==> src/sfd_pkg.sv <==
package sfd_pkg;

   // Framing bytes.
   localparam logic [7:0] SYNC_BYTE = 8'hBE;
   localparam logic [7:0] END_BYTE  = 8'h27;
   localparam logic [7:0] SUM_START = 8'h00;

   // Result kinds.
   localparam logic KIND_PAYLOAD = 1'b0;
   localparam logic KIND_END     = 1'b1;

   // Frame status codes reported in an end or error result.
   localparam logic [2:0] ST_GOOD     = 3'd0;
   localparam logic [2:0] ST_LENCOPY  = 3'd1;
   localparam logic [2:0] ST_SYNC2    = 3'd2;
   localparam logic [2:0] ST_ENDMARK  = 3'd3;
   localparam logic [2:0] ST_CHECKSUM = 3'd4;

   // One result item as it travels from the parser to the output buffer.
   typedef struct packed {
      logic       kind;
      logic [7:0] data;
      logic [7:0] index;
      logic [2:0] status;
      logic [7:0] length;
   } result_type;

endpackage

==> src/sfd_parse.sv <==
module sfd_parse
   import sfd_pkg::*;
(
   input  logic       clock,
   input  logic       reset,
   input  logic       in_take,
   input  logic [7:0] rx_byte,
   output logic       res_valid,
   output result_type res
);

   typedef enum logic [2:0] {
      PH_HUNT,
      PH_LEN,
      PH_LENCOPY,
      PH_SYNC2,
      PH_PAYLOAD,
      PH_CHECKSUM,
      PH_END
   } phase_type;

   phase_type  phase_ff, phase_in;
   logic [7:0] length_ff, length_in;
   logic [7:0] count_ff, count_in;
   logic [7:0] sum_ff, sum_in;
   logic       match_ff, match_in;
   logic [7:0] count_next;

   assign count_next = count_ff + 8'd1;

   // Next frame state and the result caused by the byte being taken.
   always_comb begin
      phase_in  = phase_ff;
      length_in = length_ff;
      count_in  = count_ff;
      sum_in    = sum_ff;
      match_in  = match_ff;
      res_valid = 1'b0;
      res       = '0;
      case (phase_ff)
         PH_HUNT: begin
            if (rx_byte == SYNC_BYTE) begin
               phase_in = PH_LEN;
            end
         end
         PH_LEN: begin
            length_in = rx_byte;
            phase_in  = PH_LENCOPY;
         end
         PH_LENCOPY: begin
            if (rx_byte != length_ff) begin
               res_valid  = 1'b1;
               res.kind   = KIND_END;
               res.status = ST_LENCOPY;
               res.length = length_ff;
               phase_in   = PH_HUNT;
            end else begin
               phase_in = PH_SYNC2;
            end
         end
         PH_SYNC2: begin
            if (rx_byte != SYNC_BYTE) begin
               res_valid  = 1'b1;
               res.kind   = KIND_END;
               res.status = ST_SYNC2;
               res.length = length_ff;
               phase_in   = PH_HUNT;
            end else begin
               sum_in   = SUM_START;
               count_in = '0;
               phase_in = (length_ff == 8'd0) ? PH_CHECKSUM : PH_PAYLOAD;
            end
         end
         PH_PAYLOAD: begin
            res_valid = 1'b1;
            res.kind  = KIND_PAYLOAD;
            res.data  = rx_byte;
            res.index = count_ff;
            sum_in    = sum_ff + rx_byte;
            count_in  = count_next;
            if (count_next == length_ff) begin
               phase_in = PH_CHECKSUM;
            end
         end
         PH_CHECKSUM: begin
            match_in = (rx_byte == sum_ff);
            phase_in = PH_END;
         end
         PH_END: begin
            res_valid  = 1'b1;
            res.kind   = KIND_END;
            res.length = length_ff;
            if (rx_byte != END_BYTE) begin
               res.status = ST_ENDMARK;
            end else if (!match_ff) begin
               res.status = ST_CHECKSUM;
            end else begin
               res.status = ST_GOOD;
            end
            phase_in = PH_HUNT;
         end
         default: begin
            phase_in = PH_HUNT;
         end
      endcase
   end

   // Frame state advances only when a byte transaction is taken.
   always_ff @(posedge clock) begin
      if (reset) begin
         phase_ff  <= PH_HUNT;
         length_ff <= '0;
         count_ff  <= '0;
         sum_ff    <= '0;
         match_ff  <= 1'b0;
      end else if (in_take) begin
         phase_ff  <= phase_in;
         length_ff <= length_in;
         count_ff  <= count_in;
         sum_ff    <= sum_in;
         match_ff  <= match_in;
      end
   end

   // While payload is expected, fewer bytes than declared have arrived.
   assert property (@(posedge clock) disable iff (reset)
      phase_ff == PH_PAYLOAD |-> count_ff < length_ff)
      else $error("payload count reached declared length in payload phase");

   // An end or error result always sends the parser back to hunting.
   assert property (@(posedge clock) disable iff (reset)
      in_take && res_valid && res.kind == KIND_END |=> phase_ff == PH_HUNT)
      else $error("parser did not return to hunt after frame end");

   // A payload result carries no status and no length.
   assert property (@(posedge clock) disable iff (reset)
      res_valid && res.kind == KIND_PAYLOAD |-> res.status == ST_GOOD && res.length == 8'd0)
      else $error("payload result carries end fields");

endmodule

==> src/sfd_out_buf.sv <==
module sfd_out_buf
   import sfd_pkg::*;
(
   input  logic       clock,
   input  logic       reset,
   input  logic       in_valid,
   output logic       in_ready,
   input  result_type in_data,
   output logic       out_valid,
   input  logic       out_ready,
   output result_type out_data
);

   logic       out_valid_ff;
   logic       skid_valid_ff;
   result_type out_data_ff;
   result_type skid_data_ff;
   logic       take;

   // The skid stage holds one result that arrived while the output stalled.
   assign in_ready  = !skid_valid_ff;
   assign take      = in_valid && in_ready;
   assign out_valid = out_valid_ff;
   assign out_data  = out_data_ff;

   // Control flags of the output and skid registers.
   always_ff @(posedge clock) begin
      if (reset) begin
         out_valid_ff  <= 1'b0;
         skid_valid_ff <= 1'b0;
      end else if (!out_valid_ff || out_ready) begin
         out_valid_ff  <= skid_valid_ff || take;
         skid_valid_ff <= 1'b0;
      end else if (take) begin
         skid_valid_ff <= 1'b1;
      end
   end

   // Result payload registers.
   always_ff @(posedge clock) begin
      if (!out_valid_ff || out_ready) begin
         out_data_ff <= skid_valid_ff ? skid_data_ff : in_data;
      end else if (take) begin
         skid_data_ff <= in_data;
      end
   end

   // The skid stage is only ever filled behind a waiting output.
   assert property (@(posedge clock) disable iff (reset)
      skid_valid_ff |-> out_valid_ff)
      else $error("skid holds a result while output is empty");

   // A stalled output that takes a new result must park it in the skid.
   assert property (@(posedge clock) disable iff (reset)
      take && out_valid_ff && !out_ready |=> skid_valid_ff)
      else $error("result lost while output stalled");

   // Draining the skid moves its result to the output.
   assert property (@(posedge clock) disable iff (reset)
      skid_valid_ff && out_ready |=> out_valid_ff && !skid_valid_ff)
      else $error("skid result not moved to output");

endmodule

==> src/serial_frame_deframer_sum_check_unit.sv <==
// Serial frame deframer with additive checksum. Received bytes enter on the
// req_ channel one per transaction; frames are sync 0xBE, length, length copy,
// sync 0xBE, payload, checksum (payload sum mod 256) and end marker 0x27.
// Each payload byte produces a payload result at once (tuser 0), and each frame
// end or header error produces one status result (tuser 1) carrying the status
// and the declared length. Bytes outside a frame that are not 0xBE are dropped,
// and a byte that breaks the header is not rechecked as a new sync. The block
// takes one byte every clock cycle while req_tready is high. The parser's
// frame state registers update by a compare and an 8-bit add, and a two-entry
// output buffer (output register plus skid) lets req_tready stay high until
// two results wait behind a stalled rsp_ side.
module serial_frame_deframer_sum_check_unit
   import sfd_pkg::*;
(
   input  logic        clock,
   input  logic        reset,
   input  logic        req_tvalid,
   output logic        req_tready,
   input  logic [7:0]  req_tdata,   // [7:0] rx_byte
   output logic        rsp_tvalid,
   input  logic        rsp_tready,
   output logic [31:0] rsp_tdata,   // [7:0] out_data, [15:8] out_index,
                                    // [18:16] frame_status, [26:19] frame_length
   output logic        rsp_tuser    // [0] out_kind
);

   logic       in_take;
   logic       res_valid;
   result_type res;
   result_type rsp_res;

   assign in_take = req_tvalid && req_tready;

   // Frame parser.
   sfd_parse u_parse (
      .clock     (clock),
      .reset     (reset),
      .in_take   (in_take),
      .rx_byte   (req_tdata),
      .res_valid (res_valid),
      .res       (res)
   );

   // Output register with skid stage.
   sfd_out_buf u_out_buf (
      .clock     (clock),
      .reset     (reset),
      .in_valid  (in_take && res_valid),
      .in_ready  (req_tready),
      .in_data   (res),
      .out_valid (rsp_tvalid),
      .out_ready (rsp_tready),
      .out_data  (rsp_res)
   );

   // Pack the result fields onto the stream bus.
   assign rsp_tuser = rsp_res.kind;
   assign rsp_tdata = {5'd0, rsp_res.length, rsp_res.status, rsp_res.index, rsp_res.data};

endmodule
==> config.mk <==
export PLATFORM = sky130hd
export DESIGN_NAME = serial_frame_deframer_sum_check_unit
export DESIGN_NICKNAME = d
export VERILOG_FILES = /design/src/sfd_pkg.sv /design/src/sfd_parse.sv /design/src/sfd_out_buf.sv /design/src/serial_frame_deframer_sum_check_unit.sv
export SDC_FILE = /design/constraint.sdc
export NUM_CORES = 1
export LEC_CHECK = 0
export BUFFER_PORTS_ARGS = -buffer_cell sky130_fd_sc_hd__buf_4
export CORE_MARGIN = 5
export CORE_UTILIZATION = 60
export DETAILED_ROUTE_END_ITERATION = 8
export PLACE_DENSITY = 0.78
export RECOVER_POWER = 50
export SYNTH_ARGS = -nofsm -noshare
export SYNTH_HDL_FRONTEND = slang
export SYNTH_HIERARCHICAL = 1
export SYNTH_SLANG_ARGS = --single-unit
==> constraint.sdc <==
create_clock -name clock -period 6.2 [get_ports clock]
set_input_delay 0.93 -clock clock [delete_from_list [all_inputs] [get_ports clock]]
set_output_delay 0.93 -clock clock [all_outputs]
set_load 0.02 [all_outputs]
## Yosys cells after proc, flatten, opt, wreduce, memory -nomap -nowiden

Cells that the tools add are included.

- Register bits: 86
- Word-level logic and storage cells: 72

- Multiplexer cells: 20
- Add/subtract/negate cells: 2
- Reduce and logical (&&, ||, !) cells: 17
- Equality and inequality tests: 15
- Bitwise logic cells: 1

Operators by type and width:

| operator | count |
|---|---|
| one-hot mux 11 bit (3 select lines) | 1 |
| one-hot mux 8 bit (2 select lines) | 2 |
| 2-to-1 mux 28 bit | 1 |
| one-hot mux 3 bit (6 select lines) | 1 |
| == test 8 bit | 2 |
| 2-to-1 mux 16 bit | 1 |
| 2-to-1 mux 3 bit | 5 |
| 2-to-1 mux 10 bit | 1 |
| == test 3 bit, second input constant | 3 |
| 2-to-1 mux 9 bit | 1 |
| adder 8 x 1 -> 8 bit, second input constant | 1 |
| adder 8 bit | 1 |
| == test 8 bit, second input constant | 1 |
| zero test 8 bit | 1 |
| 2-to-1 mux 8 bit | 1 |
| != test 8 x 6 -> 1 bit, second input constant | 1 |
| != test 8 bit | 1 |
| != test 8 bit, second input constant | 1 |
| == test 3 x 2 -> 1 bit, second input constant | 2 |
| one-hot mux 1 bit (3 select lines) | 2 |
| AND reduction 2 bit | 3 |
| AND reduction 3 bit | 2 |
| != test 2 x 1 -> 1 bit, second input constant | 2 |
| OR reduction 2 bit | 2 |
| other kinds (10) | 16 |

## Longest topological paths before layout

Gate-level depths: netlist (run 1).

- Depth in word-level cells: 6
- Gate-level depth with buffers: 9
- Mapped depth without buffers: 8

## Modules after synthesis

Netlist (run 1), hierarchy kept.

By module, submodules not included:

| module | cells each | area an instance (sq um) | instances |
|---|---|---|---|
| sfd_out_buf | 95 | 2102.0 | 1 |
| sfd_parse | 264 | 2083.2 | 1 |
| serial_frame_deframer_sum_check_unit | 8 | 53.8 | 1 |

## Least setup slack after synthesis (run 1)

Ideal clock, no wire load.

- Path type: in2reg
- Start point: input req_tdata[7]
- End point: register u_out_buf/skid_data_ff[0] (netlist name) (enable)
- Stages: 8
- Library setup time: 0.454 ns
- Data arrival time: 3.884 ns
- Buffers on the path: 1
- Setup slack: 1.862 ns
- Data required time: 5.746 ns
- Path through: buf_2 xor2_1 nor4_2 a21oi_1 a21oi_1 o21ai_0 and3_1 nor3b_1

- Cells in the longest elaborated chain, start to end: 6
- Elaborated cells between the ends (all ways): 8

RTL lines:

| what | RTL line | RTL |
|---|---|---|
| from (decl) | serial_frame_deframer_sum_check_unit.sv:19 | `input logic [7:0] req_tdata,` |
| != test 8 bit (on tied branches) | sfd_parse.sv:62, sfd_parse.sv:51 |  |
| 2-to-1 mux 1 bit (on tied branches) | sfd_parse.sv:62, sfd_parse.sv:51 |  |
| one-hot mux 1 bit (3 select lines) * | sfd_parse.sv:40 | `case (phase_ff)` |
| net res_valid | serial_frame_deframer_sum_check_unit.sv:28 | `logic res_valid;` |
| logical AND 1 bit * | serial_frame_deframer_sum_check_unit.sv:48 | `.in_valid (in_take && res_valid),` |
| logical AND 1 bit * | sfd_out_buf.sv:22 | `assign take = in_valid && in_ready;` |
| AND reduction 2 bit (no source line) * | -- |  |
| to (signal assigned) | sfd_out_buf.sv:44 | `skid_data_ff <= in_data;` |
| to (decl) | sfd_out_buf.sv:17 | `result_type skid_data_ff;` |

Mark *: on every way through the listed nets, which the timed path passes. The rest lies on a longest branch.
A chain may end at the register's enable or synchronous reset.

## Final worst setup path (run 1)

- Start point: register u_out_buf.skid_valid_ff
- End point: register u_parse.count_ff[7]

- Cells in the longest elaborated chain, start to end: 3

RTL lines:

| what | RTL line | RTL |
|---|---|---|
| from (decl) | sfd_out_buf.sv:15 | `logic skid_valid_ff;` |
| from (signal assigned) | sfd_out_buf.sv:30 | `skid_valid_ff <= 1'b0;` |
| from (signal assigned) | sfd_out_buf.sv:33 | `skid_valid_ff <= 1'b0;` |
| from (signal assigned) | sfd_out_buf.sv:35 | `skid_valid_ff <= 1'b1;` |
| zero test 1 bit | sfd_out_buf.sv:21 | `assign in_ready = !skid_valid_ff;` |
| logical AND 1 bit | serial_frame_deframer_sum_check_unit.sv:32 | `assign in_take = req_tvalid && req_tready;` |
| net in_take | serial_frame_deframer_sum_check_unit.sv:27 | `logic in_take;` |
| AND reduction 3 bit (no source line) | -- |  |
| to (signal assigned) | sfd_parse.sv:119 | `count_ff <= count_in;` |
| to (decl) | sfd_parse.sv:24 | `logic [7:0] count_ff, count_in;` |

The timed path passes the listed nets, and every way through them passes these cells.

==> impl_metrics.ini, run 1 <==
[outcome]
outcome = finished with violations
violations = max-capacitance violations, max-slew violations

[cts]
postCtsSetupRepairBufs = 0
ctsRootBufferMaster = clkbuf_8
h-tree-depth = 3
insertion_delay_ns = 0.36
sink_count = 86
cts_tree = done
cts_buffers = 9
buffer_depth_of_the_longest_clock_path = 2
clk_transition_reported_paths_ns = 0.08
cts_resized = 0
hold_buf_cts = 0

[synthesis]
ys_top_cells_by_area = edfxtp_1, dfxtp_1, mux2_2
synth_cell_types = 53
synth.cell_area_um2 = 4240
synth_cells = 367
netlist.top_cell.by_area = edfxtp_1
synth_edf_count = 56
yosysWarnings = 6
yosys_register_bits = 86
share_of_synthesized_area_occupied_by_flip_flops_and_latches_pct = 53.8
yosys.area.top_type_share_pct = 39.7
post_synth.cell_area_avg_um2 = 11.6
async_reset_ff_share_pct = 0
yosys_most_used_dff = edfxtp_1

[sta]
fin_setup_tns_ns = 0
tightestPinTransition_ns = 1.82
layout_min_cycle_time_ns = 3.76
skew_ns = 0.0136
maxSlewViolCount = 64
clock.fmax_mhz = 266
setup_viol_count_final = 0
max_slew_margin_vs_limit_pct = -21.6
final.hold.worst_slack_ns = 0.468
hold_violations = 0
setup_slack_ns = 2.44
rsz0062_at_grt = false
final_min_period_over_clock_period_pct = 60.6

[global_route]
antenna_found_initial = 0
grt.overflow.total = 0
wire_length_of_the_first_global_routing_pass_um = 14400
grt_util_all_layers_pct = 20.9
grt_max_degree = 36
first_global_vias = 2881

[placement]
routabilityCongestion = 0.829
detailed_place_hpwl_um = 5920
placement.io_buffers = 41
dp_slack_ns = 3.28

[route]
vias_per_cell = 5.67
dr_total_vias = 2871
drc = 0
firstDrtPassIters = 5
ant_nets = 0
detailedRoute.firstIterationViolations = 213
avgRoutedWirePerCell_um = 17.0
postRouteWirelength_um = 8580

[run]
drv_cap = 2

[worst_hold_path]
worstHoldPathType = reg2reg

[final_layout]
insertedDiodeCount = 0
drive_gt1_share_pct = 15.1
sequential_cell_area_um2 = 2280
multi_input_logic_area_um2 = 1800
fill_cells = 571
area_growth_syn_to_layout_pct = 9.36
num-nets-final = 426

[setup_path]
kind_of_critical_path = reg2reg
cp_data_required_time_ns = 6.50
worstPathMaxFanout = 31
arrival_ns = 4.05
critical_path.endpoint_type = flop
timing.critical_path.from_type = flop

[floorplanning]
die_width_um = 94.1
effective_utilization_at_floorplan_pct = 62.1
std_cell_rows = 30
num_io_pins = 47
design.core.area_um2 = 6830
die_h_um = 94.1
fp.dieArea_um2 = 8850

[power_and_ir_drop]
cellPowerDensity_nw_per_um2 = 219
vdd_ir_drop_max_v = 0.000155
static-leakage-power_nw = 1.76
-- registers in the layout, summed over array words and instances, names as in the netlist --
name	count
u_parse/length_ff	8
u_out_buf/out_valid	1
u_parse/match_ff	1
u_parse/count_ff	8
u_out_buf/skid_data_ff	28
u_out_buf/out_data	28
u_parse/phase_ff	3
u_parse/sum_ff	8
u_out_buf/skid_valid_ff	1
-- per-stage QoR --
step	std cells	util, %	power, mW	instance area, µm²
after floorplan	371	-	0.636	4250
after detailed placement	490	67.0	0.647	4580
after global placement	490	67.0	0.647	4580
after global routing	506	67.9	1.05	4640
final	506	67.9	1.02	4640
after CTS	506	69.8	1.03	4770
-- layout by cell type, fill, tap and decap left out, types with 10 or more instances in the layout --
master / n
nand3_1: 16
buf_4: 11
xnor2_1: 11
clkbuf_1: 34
and2_1: 10
and2_0: 14
dfxtp_1: 30
edfxtp_1: 56
a21oi_1: 20
xor2_1: 13
nor2_1: 30
mux2_2: 28
nand2_1: 12
-- metal layers --
layer | track usage (%) | vias up | routed length, µm | part of all wire [%]
met4 | 5.05 | 0 | 74 | 0.86
met1 | 29.4 | 1384 | 3980 | 46
li1 | - | 1402 | - | -
met2 | 33.2 | 78 | 4010 | 47
met3 | 4.49 | 7 | 514 | 6.0
met5 | 0 | - | 0 | 0
-- path summary, 6_finish.rpt --
check | to | depth (start not counted) | slack (ns) | from
setup reg to reg | u_parse/count_ff[7] | 8 | 2.44 | u_out_buf/skid_valid_ff
hold / removal | u_parse/sum_ff[5] | 2 | 0.47 | u_parse/sum_ff[5]
setup / recovery | u_parse/count_ff[7] | 8 | 2.44 | u_out_buf/skid_valid_ff
hold reg to reg | u_parse/sum_ff[5] | 2 | 0.47 | u_parse/sum_ff[5]
-- critical path, cell delays in order (launching register included) --
cell and delay [ns]:
dfxtp_1 0.32, clkbuf_1 1.26, inv_1 0.20, and2_0 0.50
nand4bb_1 0.43, o31a_1 0.60, o21bai_1 0.20, a22oi_1 0.11
nor2_1 0.08
-- Yosys cell counts, types with 2 or more instances --
master    instances
or3_1             2
nor4_2            2
nor2_1           30
nand4_1           4
o41ai_1           2
nor3b_1           2
and3_1            3
nor3_1            8
edfxtp_1         56
nor4_1            6
dfxtp_1          30
mux2_2           28
inv_1             9
o31ai_1           3
buf_4             5
a21o_1            5
xnor2_1          11
ha_1              8
buf_2             8
nand3_1          16
a21oi_1          20
buf_6             4
nand2b_1          5
xor2_1           13
nand3b_1          3
o21bai_1          2
a22oi_1           3
clkbuf_1          4
mux2i_1           8
o21ai_0           7
nand4b_1          4
nand2_1          12
and2_1           24
-- final cells by class --
class                      instances  share of cell area [%]
tap                               96                    2.59
inverter                           9                   0.729
multi-input combinational        254                    38.7
clock inverter                     6                    1.35
clock buffer                      10                    2.75
timing repair buffer              45                    4.62
sequential                        86                    49.2
-- report_power, final --
group          internal [mW]  switching [mW]  leakage, nW
clock network          0.185           0.198       0.0899
logic                 0.0105          0.0206        0.770
registers              0.602        0.000278        0.904
-- cell families after synthesis --
logic type,Yosys count,synth area share (%)
simple gates,130,17.4
flops,86,53.8
compound gates,50,7.44
mux,36,9.33
buf+inv,31,4.13
xor+xnor,24,4.96
fa+ha+maj,9,2.83
other cells,1,0.0885
(Power assumes the default switching activity.)
==> run 2: changes to the inputs <==
--- a/config.mk
+++ b/config.mk
@@ -7,9 +7,9 @@
 export LEC_CHECK = 0
 export BUFFER_PORTS_ARGS = -buffer_cell sky130_fd_sc_hd__buf_4
 export CORE_MARGIN = 5
-export CORE_UTILIZATION = 60
+export CORE_UTILIZATION = 58
 export DETAILED_ROUTE_END_ITERATION = 8
-export PLACE_DENSITY = 0.78
+export PLACE_DENSITY = 0.76
 export RECOVER_POWER = 50
 export SYNTH_ARGS = -nofsm -noshare
 export SYNTH_HDL_FRONTEND = slang
==> constraint.sdc (replaced) <==
create_clock -name clock -period 3.7 [get_ports clock]
set_input_delay 0.555 -clock clock [delete_from_list [all_inputs] [get_ports clock]]
set_output_delay 0.555 -clock clock [all_outputs]
set_load 0.02 [all_outputs]
==> impl_metrics.ini, run 2 (synthesis results as in run 1) <==
[outcome]
outcome = finished with violations
violations = max-capacitance violations, max-slew violations

[final_layout]
insertedDiodeCount = 0
multi_input_logic_area_um2 = 1790
fill_cells = 599
post_layout_inst_area_um2 = 4710
num-nets-final = 428
final_core_util_pct = 65.6
area_growth_syn_to_layout_pct = 11.1
sequential_cell_area_um2 = 2280
layout.cells.most_common = edfxtp_1
layout.cells.most_common_list = edfxtp_1, clkbuf_1, nor2_1, dfxtp_1, mux2_2
drive_gt1_share_pct = 15.8

[sta]
final.hold.worst_slack_ns = 0.472
rsz0062_at_grt = false
max_slew_margin_vs_limit_pct = -15.3
clock.fmax_mhz = 347
setup_viol_count_final = 0
hold_violations = 0
tightestPinTransition_ns = 1.73
layout_min_cycle_time_ns = 2.88
fin_setup_tns_ns = 0
skew_ns = 0.0118
final_min_period_over_clock_period_pct = 77.8
maxSlewViolCount = 32

[cts]
sink_count = 86
buffer_depth_of_the_longest_clock_path = 2
clk_transition_reported_paths_ns = 0.09
hold_buf_cts = 0
ctsRootBufferMaster = clkbuf_8
cts_tree = done
postCtsSetupRepairBufs = 0
cts_buffers = 9
insertion_delay_ns = 0.36
cts_resized = 0
h-tree-depth = 3

[route]
detailedRoute.firstIterationViolations = 168
vias_per_cell = 5.74
drc = 0
ant_nets = 0
avgRoutedWirePerCell_um = 16.9
dr_total_vias = 2935
firstDrtPassIters = 4
postRouteWirelength_um = 8630

[global_route]
grt.overflow.total = 0
antenna_found_initial = 0
grt_max_degree = 36
first_global_vias = 2784
wire_length_of_the_first_global_routing_pass_um = 14000
grt_util_all_layers_pct = 20.4

[floorplanning]
design.core.area_um2 = 7180
effective_utilization_at_floorplan_pct = 59.1
die_h_um = 95.5
fp.dieArea_um2 = 9120
std_cell_rows = 31
die_width_um = 95.5
num_io_pins = 47

[placement]
detailed_place_hpwl_um = 6010
routabilityCongestion = 0.851
place_area_um2 = 4600
placement.io_buffers = 41

[power_and_ir_drop]
power.total_mw = 1.87
cellPowerDensity_nw_per_um2 = 397
vdd_ir_drop_max_v = 0.000246
static-leakage-power_nw = 1.81

[run]
drv_cap = 1

[setup_path]
kind_of_critical_path = reg2reg
cp_data_required_time_ns = 3.94
critical_path.endpoint_type = flop
arrival_ns = 3.12
timing.critical_path.from_type = flop
worstPathMaxFanout = 13

[worst_hold_path]
worstHoldPathType = reg2reg
-- run 2: changes by cell type in the layout (fill, tap and decap cells not counted), sizes merged --
| cell | change |
|---|---|
| buf | +3 |
| clkinvlp | -1 |
| clkinv | -3 |
| clkbuf | -2 |
| inv | +3 |
| bufinv | +2 |
-- run 2: critical path, stage by stage, from the launching register on --
cell and delay, ns:
dfxtp_1 0.32, inv_1 0.09, and2_0 0.14, clkbuf_1 0.52, nand2_1 0.21, nor3_1 1.14, mux2i_1 0.30, nor2_1 0.06
-- run 2: where the power goes --
| part | internal [mW] | switching, mW | leakage [nW] | total, mW |
|---|---|---|---|---|
| clock network | 0.458 | 0.350 | 0.122 | 0.808 |
| logic | 0.0179 | 0.0338 | 0.788 | 0.0517 |
| registers | 1.01 | 0.000458 | 0.904 | 1.01 |
| total | 1.48 | 0.384 | 1.81 | 1.87 |
-- run 2: cell type report --
| type | instances | share of cell area (%) |
|---|---|---|
| Sequential cell | 86 | 48.5 |
| Tap cell | 99 | 2.63 |
| Inverter | 9 | 0.717 |
| Timing Repair Buffer | 47 | 4.86 |
| Multi-Input combinational cell | 254 | 38.0 |
| Clock inverter | 7 | 2.68 |
| Clock buffer | 9 | 2.63 |
-- run 2: path summary, 6_finish.rpt --
| kind | startpoint | endpoint | slack [ns] | cells after the start |
|---|---|---|---|---|
| max | u_out_buf/skid_valid_ff | u_parse/length_ff[5] | 0.82 | 7 |
| min | u_parse/sum_ff[0] | u_parse/sum_ff[0] | 0.47 | 2 |
| min reg2reg | u_parse/sum_ff[0] | u_parse/sum_ff[0] | 0.47 | 2 |
| max reg2reg | u_out_buf/skid_valid_ff | u_parse/length_ff[5] | 0.82 | 7 |
-- run 2: through the flow --
stage	std cells	setup WS, ns
6_report	511	0.822
5_1_grt	511	0.627
4_1_cts	511	1.41
3_5_place_dp	495	1.18
3_3_place_gp	495	1.21
2_1_floorplan	371	0.724
-- run 2: layer usage --
metal / vias to the layer above / track usage [%] / routed length, µm
met2: 67 / 31.0 / 3990
met4: 0 / 8.41 / 151
met3: 16 / 4.10 / 319
met5: - / 0 / 0
li1: 1411 / - / -
met1: 1441 / 28.5 / 4170
==> run 3: changes to the inputs <==
--- a/config.mk
+++ b/config.mk
@@ -7,9 +7,9 @@
 export LEC_CHECK = 0
 export BUFFER_PORTS_ARGS = -buffer_cell sky130_fd_sc_hd__buf_4
 export CORE_MARGIN = 5
-export CORE_UTILIZATION = 58
+export CORE_UTILIZATION = 53
 export DETAILED_ROUTE_END_ITERATION = 8
-export PLACE_DENSITY = 0.76
+export PLACE_DENSITY = 0.73
 export RECOVER_POWER = 50
 export SYNTH_ARGS = -nofsm -noshare
 export SYNTH_HDL_FRONTEND = slang
==> constraint.sdc (replaced) <==
create_clock -name clock -period 2.6 [get_ports clock]
set_input_delay 0.39 -clock clock [delete_from_list [all_inputs] [get_ports clock]]
set_output_delay 0.39 -clock clock [all_outputs]
set_load 0.02 [all_outputs]
==> impl_metrics.ini, run 3 (synthesis results as in run 1) <==
[setup_path]
kind_of_critical_path = reg2reg
worst_path_dominant_cell_family = simple AND/OR/NAND/NOR gates
crit_buf_inv = 1
critPathMaxStageDelay_ns = 0.48
crit_path_frequent_cell = a21oi_1
worstPathMaxFanout = 28
ordered_list_of_cells_on_the_worst_path = xor2_1 -> nor4_2 -> a21oi_1 -> a21oi_1 -> o21ai_0 -> and3_1 -> nor3b_4 -> buf_4
critical_path.endpoint_type = flop
timing.critical_path.from_type = flop
worst_path_max_delay_cell = dfxtp_1
arrival_ns = 2.35
cp_data_required_time_ns = 2.67

[run]
drv_cap = 1

[final_layout]
final_core_util_pct = 60.8
drive_gt1_share_pct = 16.9
area_growth_syn_to_layout_pct = 11.4
layout.cells.most_common = edfxtp_1
num-nets-final = 435
layout.cells.most_common_list = edfxtp_1, clkbuf_1, nor2_1, dfxtp_1, mux2_2
insertedDiodeCount = 0
finalNonFillerCells = 521
fill_cells = 676

[global_route]
first_global_vias = 2821
wire_length_of_the_first_global_routing_pass_um = 14200
grt.met2_usage_pct = 27.5
use_met3_pct = 3.30
busiest_layer = met2
grt_max_degree = 36
grt.met1_usage_pct = 25.4
grt_util_all_layers_pct = 17.9
grt.overflow.total = 0
antenna_found_initial = 0

[sta]
fin_setup_tns_ns = 0
setup_viol_count_final = 0
clock.fmax_mhz = 439
maxSlewViolCount = 31
skew_ns = 0.0166
layout_min_cycle_time_ns = 2.28
rsz0062_at_grt = false
max_slew_margin_vs_limit_pct = -8.95
tightestPinTransition_ns = 1.63
hold_violations = 0
final_min_period_over_clock_period_pct = 87.6

[floorplanning]
die_width_um = 99.4
die_h_um = 99.4
design.core.area_um2 = 7770
fp.dieArea_um2 = 9890
num_io_pins = 47
std_cell_rows = 32
effective_utilization_at_floorplan_pct = 54.6

[outcome]
outcome = finished with violations
violations = max-capacitance violations, max-slew violations

[cts]
h-tree-depth = 3
insertion_delay_ns = 0.35
ctsRootBufferMaster = clkbuf_8
buffer_depth_of_the_longest_clock_path = 2
cts_resized = 0
postCtsSetupRepairBufs = 0
clk_transition_reported_paths_ns = 0.08
sink_count = 86
cts_buffers = 9
hold_buf_cts = 0
cts_tree = done

[placement]
placement.io_buffers = 41
numPlacedInstances = 505
routabilityCongestion = 0.943
detailed_place_hpwl_um = 6040

[route]
ant_nets = 0
avgRoutedWirePerCell_um = 16.3
firstDrtPassIters = 5
vias_per_cell = 5.65
detailedRoute.firstIterationViolations = 202
postRouteWirelength_um = 8510
drc = 0
dr_total_vias = 2944

[worst_hold_path]
worstHoldPathType = in2reg

[power_and_ir_drop]
cellPowerDensity_nw_per_um2 = 516
static-leakage-power_nw = 1.81
vdd_ir_drop_max_v = 0.000219
==> run 3: report_power, final <==
group | switching [mW] | internal, mW
Clock | 0.480 | 0.448
Combinational | 0.0489 | 0.0258
Sequential | 0.000496 | 1.44
Total | 0.530 | 1.91
==> run 3: metal layers <==
layer	part of all wire, %	up-vias	wire [µm]
met5	0	-	0
met4	1.9	0	159
met3	6.0	13	511
met2	46	87	3940
met1	46	1420	3890
li1	-	1424	-
==> run 3: worst paths after layout <==
path / cells past startpoint / slack [ns] / start / end
worst max register to register: 8 / 0.32 / u_parse/length_ff[4] / u_out_buf/skid_data_ff[25]
worst min register to register: 2 / 0.47 / u_parse/sum_ff[5] / u_parse/sum_ff[5]
worst max-delay path: 8 / 0.32 / u_parse/length_ff[4] / u_out_buf/skid_data_ff[25]
worst min-delay path: 3 / 0.34 / req_tdata[3] / u_parse/length_ff[3]
==> run 3: worst reg2reg max path, stage by stage, from the launching register on <==
cell and delay [ns]:
dfxtp_1 0.48, xor2_1 0.13, nor4_2 0.43, a21oi_1 0.12, a21oi_1 0.16, o21ai_0 0.08, and3_1 0.19, nor3b_4 0.15
buf_4 0.27
==> run 3: area by class of cell <==
| type | instances | area, µm² | share of cell area [%] |
|---|---|---|---|
| Clock buffer | 9 | 124 | 2.62 |
| Clock inverter | 7 | 72.6 | 1.54 |
| Inverter | 9 | 33.8 | 0.715 |
| Multi-Input combinational cell | 254 | 1810 | 38.3 |
| Sequential cell | 86 | 2280 | 48.3 |
| Tap cell | 102 | 128 | 2.70 |
| Timing Repair Buffer | 54 | 274 | 5.80 |
==> run 3: metrics by stage <==
| stage | hold slack [ns] | cell area, µm² | power, mW | setup slack [ns] |
|---|---|---|---|---|
| after CTS | 0.326 | 4850 | 2.46 | 0.349 |
| final | 0.342 | 4720 | 2.44 | 0.321 |
| after floorplan | 0.436 | 4270 | 1.52 | 0.147 |
| after global placement | 0.452 | 4660 | 1.54 | 0.300 |
| after global routing | 0.367 | 4720 | 2.53 | 0.209 |
| after detailed placement | 0.459 | 4660 | 1.54 | 0.247 |
